===== config.mk =====
export PLATFORM = sky130hd
export DESIGN_NAME = sor_stencil_alu
export DESIGN_NICKNAME = d
export VERILOG_FILES = /design/src/rtl/sor_pkg.sv /design/src/rtl/sor_stencil_alu.sv
export SDC_FILE = /design/constraint.sdc
export NUM_CORES = 2
export LEC_CHECK = 0
export BUFFER_PORTS_ARGS = -buffer_cell sky130_fd_sc_hd__buf_2
export CORE_MARGIN = 5
export CORE_UTILIZATION = 65
export DETAILED_ROUTE_END_ITERATION = 6
export GPL_TIMING_DRIVEN = 0
export PLACE_DENSITY_LB_ADDON = 0.05
export SETUP_SLACK_MARGIN = 0.02
export SYNTH_ARGS = -nofsm -noshare
export SYNTH_HDL_FRONTEND = slang
export SYNTH_SLANG_ARGS = --single-unit

===== constraint.sdc =====
create_clock -name clk -period 22 [get_ports clk]
set_input_delay 4.4 -clock clk [delete_from_list [all_inputs] [get_ports clk]]
set_output_delay 4.4 -clock clk [all_outputs]
set_load 0.005 [all_outputs]

===== src/rtl/sor_pkg.sv =====
// shared constants, types and helpers of the pressure relaxation block
`timescale 1ns / 1ps
package sor_pkg;
	localparam int GRID = 32;
	localparam int SIDE = GRID + 2;
	localparam int PDEPTH = SIDE * SIDE;
	localparam int CELLS = GRID * GRID;
	localparam int PADDR_W = $clog2(PDEPTH);
	localparam int RADDR_W = $clog2(CELLS);
	localparam int CRD_W = $clog2(SIDE);
	localparam int SQ_W = 47;
	localparam int SUM_W = SQ_W + $clog2(CELLS);
	// grid size is a power of two, so the mean over the cells is a shift
	localparam int CELL_SH = $clog2(CELLS);
	localparam int PROD_W = 66;

	localparam logic [1:0] ACT_WRITE = 2'd0;
	localparam logic [1:0] ACT_SWEEP = 2'd1;
	localparam logic [1:0] ACT_READ = 2'd2;

	localparam logic [1:0] CFG_RELAX = 2'd0;
	localparam logic [1:0] CFG_CELL_SQ = 2'd1;
	localparam logic [1:0] CFG_INV_SQ = 2'd2;

	typedef struct packed {
		logic [1:0] action;
		logic [5:0] cell_x;
		logic [5:0] cell_y;
		logic signed [31:0] pressure_in;
		logic signed [31:0] rhs_in;
	} in_item_t;

	typedef struct packed {
		logic signed [31:0] pressure_out;
		logic [30:0] residual_mean;
		logic bad_coordinate;
	} out_item_t;

	typedef struct packed {
		logic [17:0] relax_factor;
		logic [30:0] cell_size_sq;
		logic [30:0] inv_cell_size_sq;
	} cfg_t;

	typedef struct packed {
		logic start;
		logic signed [31:0] p;
		logic signed [31:0] e;
		logic signed [31:0] w;
		logic signed [31:0] n;
		logic signed [31:0] s;
		logic signed [31:0] r;
	} alu_req_t;

	typedef struct packed {
		logic done;
		logic signed [31:0] new_p;
		logic [SQ_W-1:0] r2;
	} alu_rsp_t;

	typedef enum logic [2:0] {
		ST_CLEAR,
		ST_IDLE,
		ST_RD_WAIT,
		ST_COPY_RD,
		ST_COPY_WR,
		ST_CELL_RD,
		ST_CELL_ALU,
		ST_DIV
	} state_t;

	function automatic logic signed [31:0] sat32(input logic signed [PROD_W:0] v);
		logic signed [PROD_W:0] smax;
		logic signed [PROD_W:0] smin;
		smax = 67'sd2147483647;
		smin = -67'sd2147483648;
		if (v > smax) return 32'sh7fffffff;
		if (v < smin) return 32'sh80000000;
		return v[31:0];
	endfunction
endpackage


===== src/rtl/sor_stencil_alu.sv =====
// per-cell stencil arithmetic over one shared multiplier, eight steps
`timescale 1ns / 1ps
module sor_stencil_alu (
	input  logic              clk,
	input  logic              arst_n,
	input  sor_pkg::cfg_t     cfg,
	input  sor_pkg::alu_req_t req,
	output sor_pkg::alu_rsp_t rsp
);
	logic busy_q;
	logic [2:0] step_q;
	logic signed [31:0] nbs_q, lap_q, d_q, rr_q, g_q;
	logic [sor_pkg::SQ_W-1:0] r2_q;
	logic signed [sor_pkg::PROD_W-1:0] prod_q, acc_q;
	logic signed [32:0] ma, mb;
	logic signed [sor_pkg::PROD_W-1:0] prod;
	logic signed [sor_pkg::PROD_W:0] nb_x, lap_x, q_x, np_x;

	assign nb_x = 67'(req.e) + 67'(req.w) + 67'(req.n) + 67'(req.s);
	assign lap_x = nb_x - (67'(req.p) <<< 2);
	// floor shift of the product, saturate, then subtract rhs
	assign q_x = 67'(sor_pkg::sat32(67'(prod_q >>> 16))) - 67'(req.r);
	assign np_x = (67'(acc_q) + 67'(prod_q)) >>> 16;

	always_comb begin
		ma = '0;
		mb = '0;
		case (step_q)
			3'd1: begin
				ma = 33'(nbs_q);
				mb = $signed({2'b0, cfg.inv_cell_size_sq});
			end
			3'd2: begin
				ma = 33'(lap_q);
				mb = $signed({2'b0, cfg.inv_cell_size_sq});
			end
			3'd3: begin
				ma = 33'(d_q);
				mb = $signed({2'b0, cfg.cell_size_sq});
			end
			3'd4: begin
				ma = 33'(rr_q);
				mb = 33'(rr_q);
			end
			3'd5: begin
				ma = 33'(g_q);
				mb = $signed({15'b0, cfg.relax_factor});
			end
			3'd6: begin
				ma = 33'(req.p);
				mb = 33'sd65536 - $signed({15'b0, cfg.relax_factor});
			end
			default: begin
				ma = '0;
				mb = '0;
			end
		endcase
	end

	assign prod = ma * mb;

	always_ff @(posedge clk or negedge arst_n) begin
		if (!arst_n) begin
			busy_q <= 1'b0;
			step_q <= '0;
		end else if (req.start) begin
			busy_q <= 1'b1;
			step_q <= '0;
		end else if (busy_q) begin
			step_q <= step_q + 3'd1;
			if (step_q == 3'd7) begin
				busy_q <= 1'b0;
			end
		end
	end

	always_ff @(posedge clk) begin
		if (busy_q) begin
			prod_q <= prod;
			case (step_q)
				3'd0: begin
					nbs_q <= sor_pkg::sat32(nb_x);
					lap_q <= sor_pkg::sat32(lap_x);
				end
				3'd2: d_q <= sor_pkg::sat32(q_x);
				3'd3: rr_q <= sor_pkg::sat32(q_x);
				3'd4: g_q <= sor_pkg::sat32(67'(prod_q >>> 18));
				3'd5: r2_q <= prod_q[sor_pkg::SQ_W+15:16];
				3'd6: acc_q <= prod_q;
				default: begin
				end
			endcase
		end
	end

	assign rsp.done = busy_q && (step_q == 3'd7);
	assign rsp.new_p = sor_pkg::sat32(np_x);
	assign rsp.r2 = r2_q;
endmodule


# Word level (Yosys, flattened, before mapping)
# Index checks and enable logic that the tools add are counted.
# totals
output_inout_bits	80
ff_bits	343
input_bits	275
# classes
mux	72
addsub	8
mul	1
n_eq_ne	7
reduce_logical	10
order_cmp	12
# op_table
operator	n
$mux W32	26
$pmux W33 S6	1
$pmux W33 S5	1
$add A66 B66 Y67	1
$mul A33 B33 Y66	1
$gt A51 B32 Y1 const B	1
$lt A51 B32 Y1 const B	1
$gt A50 B32 Y1 const B	1
$lt A50 B32 Y1 const B	1
$gt A48 B32 Y1 const B	1
$lt A48 B32 Y1 const B	1
$mux W1	42
$gt A36 B32 Y1 const B	1
$lt A36 B32 Y1 const B	1
$sub A35 B34 Y36	1
$add A34 B32 Y35	1
$gt A35 B32 Y1 const B	1
$lt A35 B32 Y1 const B	1
$add A33 B32 Y34	1
$add A32 B32 Y33	1
$gt A33 B32 Y1 const B	1
$lt A33 B32 Y1 const B	1
$sub A32 B32 Y33	1
$sub A17 B18 Y19 const A	1
other kinds (10)	20

# Logic depth before layout (Yosys ltp)
# depth
word_depth	15
depth_mapped	44
depth_no_buf	36

# Worst setup path after synthesis
# Ideal clock, no wire load.
# synth_path
path_type	input -> register
start	in cfg[65] in the netlist's numbering
end	reg prod_q[65] in the netlist's numbering (data pin)
path_stages	37
setup_ns	0.260
arrival_ns	14.013
path_slack_ns	7.727
path_cell_list	or4_4 or3_4 or4_4 nor3_2 or4b_1 xnor2_1 nand2_1 nand3_1 clkbuf_1 nand2_1 fa_1 inv_1 fa_1 inv_1 fa_1 inv_1 fa_1 inv_1 fa_1 inv_1 fa_1 fa_1 inv_1 fa_1 inv_1 ha_1 a21oi_1 a21boi_0 a311o_1 a221oi_1 a21oi_1 a311oi_1 o31a_1 o2111ai_1 a31oi_1 a21oi_1 xnor2_1
# synth_between
elab_chain_cells	3
# synth_lines
element	line_no	source
start: declaration	sor_stencil_alu.sv:6	input sor_pkg::cfg_t cfg,
$sub A17 B18 Y19	sor_stencil_alu.sv:51	mb = 33'sd65536 - $signed({15'b0, cfg.relax_factor});
$pmux W33 S5 (*)	sor_stencil_alu.sv:28	case (step_q)
$mul A33 B33 Y66 (*)	sor_stencil_alu.sv:60	assign prod = ma * mb;
via prod, one bit	sor_stencil_alu.sv:16	logic signed [sor_pkg::PROD_W-1:0] prod;
end signal: assignment	sor_stencil_alu.sv:79	prod_q <= prod;
end: declaration	sor_stencil_alu.sv:14	logic signed [sor_pkg::PROD_W-1:0] prod_q, acc_q;
# Mark *: on every way through the listed nets, which the timed path passes. The rest lies on a longest branch.
# A chain may end at the register's enable or synchronous reset.

# Worst setup path after layout
# layout_path
start	reg step_q[2]
end	reg prod_q[64] in the netlist's numbering (data pin)
# layout_between
elab_chain_cells	4
# layout_lines
element	line_no	source
start: declaration	sor_stencil_alu.sv:11	logic [2:0] step_q;
start signal: assignment	sor_stencil_alu.sv:70	step_q <= step_q + 3'd1;
$eq A3 B2 Y1 / $eq A3 B1 Y1 (equally long branches)	sor_stencil_alu.sv:28	
$reduce_or A2 Y1 (no source line)	n/a	
$pmux W33 S5	sor_stencil_alu.sv:28	
$mul A33 B33 Y66 (*)	sor_stencil_alu.sv:60	
via prod, one bit	sor_stencil_alu.sv:16	
# Marked as above.

==> metrics.md <==
| Metric | Value |
|---|---|
| Status | finished, violations left |
| Violated checks | DRC, capacitance limit, slew limit |
| Number of global-route vias before repair | 54835 |
| Most common cell after layout, fill and taps aside | inv_1 |
| Fin crit share | 79.0% |
| Gp weighted congestion | 1.10 |
| Post-DRT Antenna Nets | 0 |
| DRC | 34 |
| Max Buffers Root-to-Sink | 3 |
| Commonest cells after routing, fill and taps aside | inv_1, fa_1, nand2_1 |
| H-tree depth | 2 |
| Minimum clock period | 17370 ps |
| Antenna violations before repair | 12 |
| #FFs+latches synth | 343 |
| Slowest CP cell | clkbuf_1 |
| Fillers | 7455 |
| Port Buf Inserts | 354 |
| Die H | 320 um |
| GR Util All Layers | 47.0% |
| Clock-pin slew on the worst setup and hold paths | 70 ps |
| Syn Area/Cell | 9.27 sq um |
| Worst hold endpoint | acc_q[0]$_DFFE_PP_ |
| Worst-Skew Late Latency | 560 ps |
| Starting DRT DRC Count | 7280 |
| Detailed Route WL | 242000 um |
| Largest net degree at the start of global routing | 70 |
| Avg WL per Cell | 28.6 um |
| Cell repeated most along the worst path | clkbuf_1 |
| Worst r2r src | step_q[2]$_DFFE_PN0P_ |
| Worst Hold Depth | 0 |
| Crit path required time | 22290 ps |
| CP max FO | 10 |
| Fin. Hold Viols | 0 |
| Drt pass-1 iters | 7 |
| Worst Hold Class | reg2reg |
| Top cell type's share of synthesized area | 38.0% |
| Vias | 54274 |
| Final TNS setup | 0 ps |
| Post-synth EDFFs | 339 |
| Top cells by area, synth | fa_1, edfxtp_1, inv_1 |
| R2r worst-path depth | 40 |
| Layout cells sized above 1 | 8.88% |
| Synth cell types | 102 |
| Mapped Nets | 8606 |
| Die area | 103000 sq um |
| Crit-path max cell delay | 770 ps |
| Starting density of the core | 65.7% |
| Die W | 320 um |
| Synthesized instance count | 6754 |
| Top_reg_cell synth | edfxtp_1 |
| Worst-Margin Slew | 1720 ps |
| Synth area leader | fa_1 |
| Sequential fraction of the synthesis area | 16.4% |
| Area growth from synthesis to layout | 7.76% |
| First-pass GRT wire length | 353000 um |
| Core area | 95300 sq um |
| Cell row count | 113 |
| Vias/cell | 6.41 |
| Total grt overflow | 0 |
| Worst setup SP type | flop |
| Final setup fails | 0 |
| Data arrival, critical path | 17660 ps |
| Fmax | 57.6 MHz |
| Slew Viols, Final | 16 |
| Post-cts hold buffer count | 0 |
| IO Count | 355 |
| CTS tree | yes |
| Worst hold start | prod_q[0]$_DFFE_PP_ |
| Setup bufs post-CTS | 0 |
| Setup crit end kind | flop |
| Post-CTS Resized | 0 |
| Clock Skews | 24.0 ps |
| Mapped Area | 62600 sq um |
| Nets | 9012 |
| Max Cap Violations | 2 |
| Syn. warnings | 0 |
| Worst R2R End | prod_q[64]$_DFFE_PP_ |
| Critical setup path kind | reg2reg |
| Relative slew slack | -15.9% |
| Clock root buffer | clkbuf_16 |
| Num CTS Buffers | 34 |
| Sink Count | 343 |
| R2r setup slk | 4630 ps |
| Unrepaired setup endpoints after global routing | no |
| Share of synthesized registers carrying an async set or reset | 1.17% |
| HPWL Detailed | 199000 um |
-- how the worst max path moves through the flow --
stage,from,endpoint,slack [ps],cells after the start
5_1_grt,cfg[65],prod_q[65]$_DFFE_PP_,4720,38
4_1_cts,cfg[65],prod_q[65]$_DFFE_PP_,5290,38
3_5_place_dp,cfg[65],prod_q[65]$_DFFE_PP_,4750,38
2_1_floorplan,cfg[65],prod_q[65]$_DFFE_PP_,7730,37
6_report,step_q[2]$_DFFE_PN0P_,prod_q[64]$_DFFE_PP_,4630,40
3_3_place_gp,cfg[65],prod_q[64]$_DFFE_PP_,3360,33
-- per-layer routing --
layer | track usage [%] | part of all wire (%)
met1 | 59.0 | 33
met2 | 66.9 | 41
met3 | 21.1 | 17
met4 | 29.2 | 8.9
met5 | 1.20 | 0.12
-- stage by stage --
stage / area (sq um) / hold slack [ps] / worst slack (ps) / std cells / utilization [%]
2_1_floorplan: 62600 / 427 / 7730 / 6754 / -
3_3_place_gp: 66000 / 440 / 3360 / 8373 / 69.3
3_5_place_dp: 66300 / 443 / 4750 / 8386 / 69.5
4_1_cts: 67400 / 458 / 5290 / 8444 / 70.8
5_1_grt: 67500 / 474 / 4720 / 8449 / 70.8
6_report: 67500 / 456 / 4630 / 8465 / 70.8
-- registers in the layout, summed over array words and instances, names as in the netlist --
| register | cells |
|---|---|
| acc_q | 66 |
| busy_q | 1 |
| d_q | 32 |
| g_q | 32 |
| lap_q | 32 |
| nbs_q | 32 |
| prod_q | 66 |
| r2_q | 47 |
| rr_q | 32 |
| step_q | 3 |
-- cell usage after synthesis (11+ instances only) --
master,instances
xnor2_1,128
a211oi_1,25
a222oi_1,18
fa_1,1189
o21a_1,30
ha_1,388
a22oi_1,48
and3_1,61
buf_1,19
nand2_1,845
buf_2,44
or2_2,13
nand4_1,34
buf_6,11
nand3_1,91
a21o_1,145
o2111ai_1,12
o21ai_0,145
o21bai_1,25
o22ai_2,31
or3_1,15
nor2b_1,27
nor2_1,616
nor4_1,17
a21oi_1,241
inv_1,1426
o22ai_1,35
nand2b_1,34
a31oi_1,33
mux2_2,64
o211ai_1,25
clkbuf_1,222
xor2_1,76
nor3_1,52
and2_1,42
edfxtp_1,339
a221oi_1,15
-- kinds of logic (layout without fill, tap and decap cells) --
family                     count (synthesis)  count (layout)  share of synthesized area [%]
adders and majority gates               1582            1582                           45.8
DFF                                      343             343                           16.4
and+or+nand+nor                         1895            1895                           13.0
other                                      0              18                              0
buffers and inverters                   1729            2157                           10.6
muxes                                     72              72                           1.28
AOI/OAI and AO/OA                        929             929                           10.0
xor gates and xnor gates                 204             204                           2.85
-- worst max-delay path: cells and delay by family, from the launching register on --
family                     cells  cell delay (ps)
AOI/OAI and AO/OA              6             1740
adders and majority gates     10             5270
buffers and inverters         17             6970
and+or+nand+nor                7             2710
DFF                            1              370
-- cell type report --
| class | count | area [sq um] | share of cell area [%] |
|---|---|---|---|
| Multi-Input combinational cell | 4682 | 45800 | 67.9 |
| Sequential cell | 343 | 10300 | 15.2 |
| Inverter | 1427 | 5360 | 7.93 |
| Timing Repair Buffer | 370 | 1960 | 2.91 |
| Tap cell | 1265 | 1580 | 2.34 |
| Buffer | 302 | 1290 | 1.91 |
| Clock buffer | 39 | 891 | 1.32 |
| Clock inverter | 19 | 279 | 0.413 |
| Antenna cell | 18 | 45.0 | 0.0667 |
Power is not shown: default switching activity piles up to over one toggle a cycle in this logic, so the estimate is an artifact.
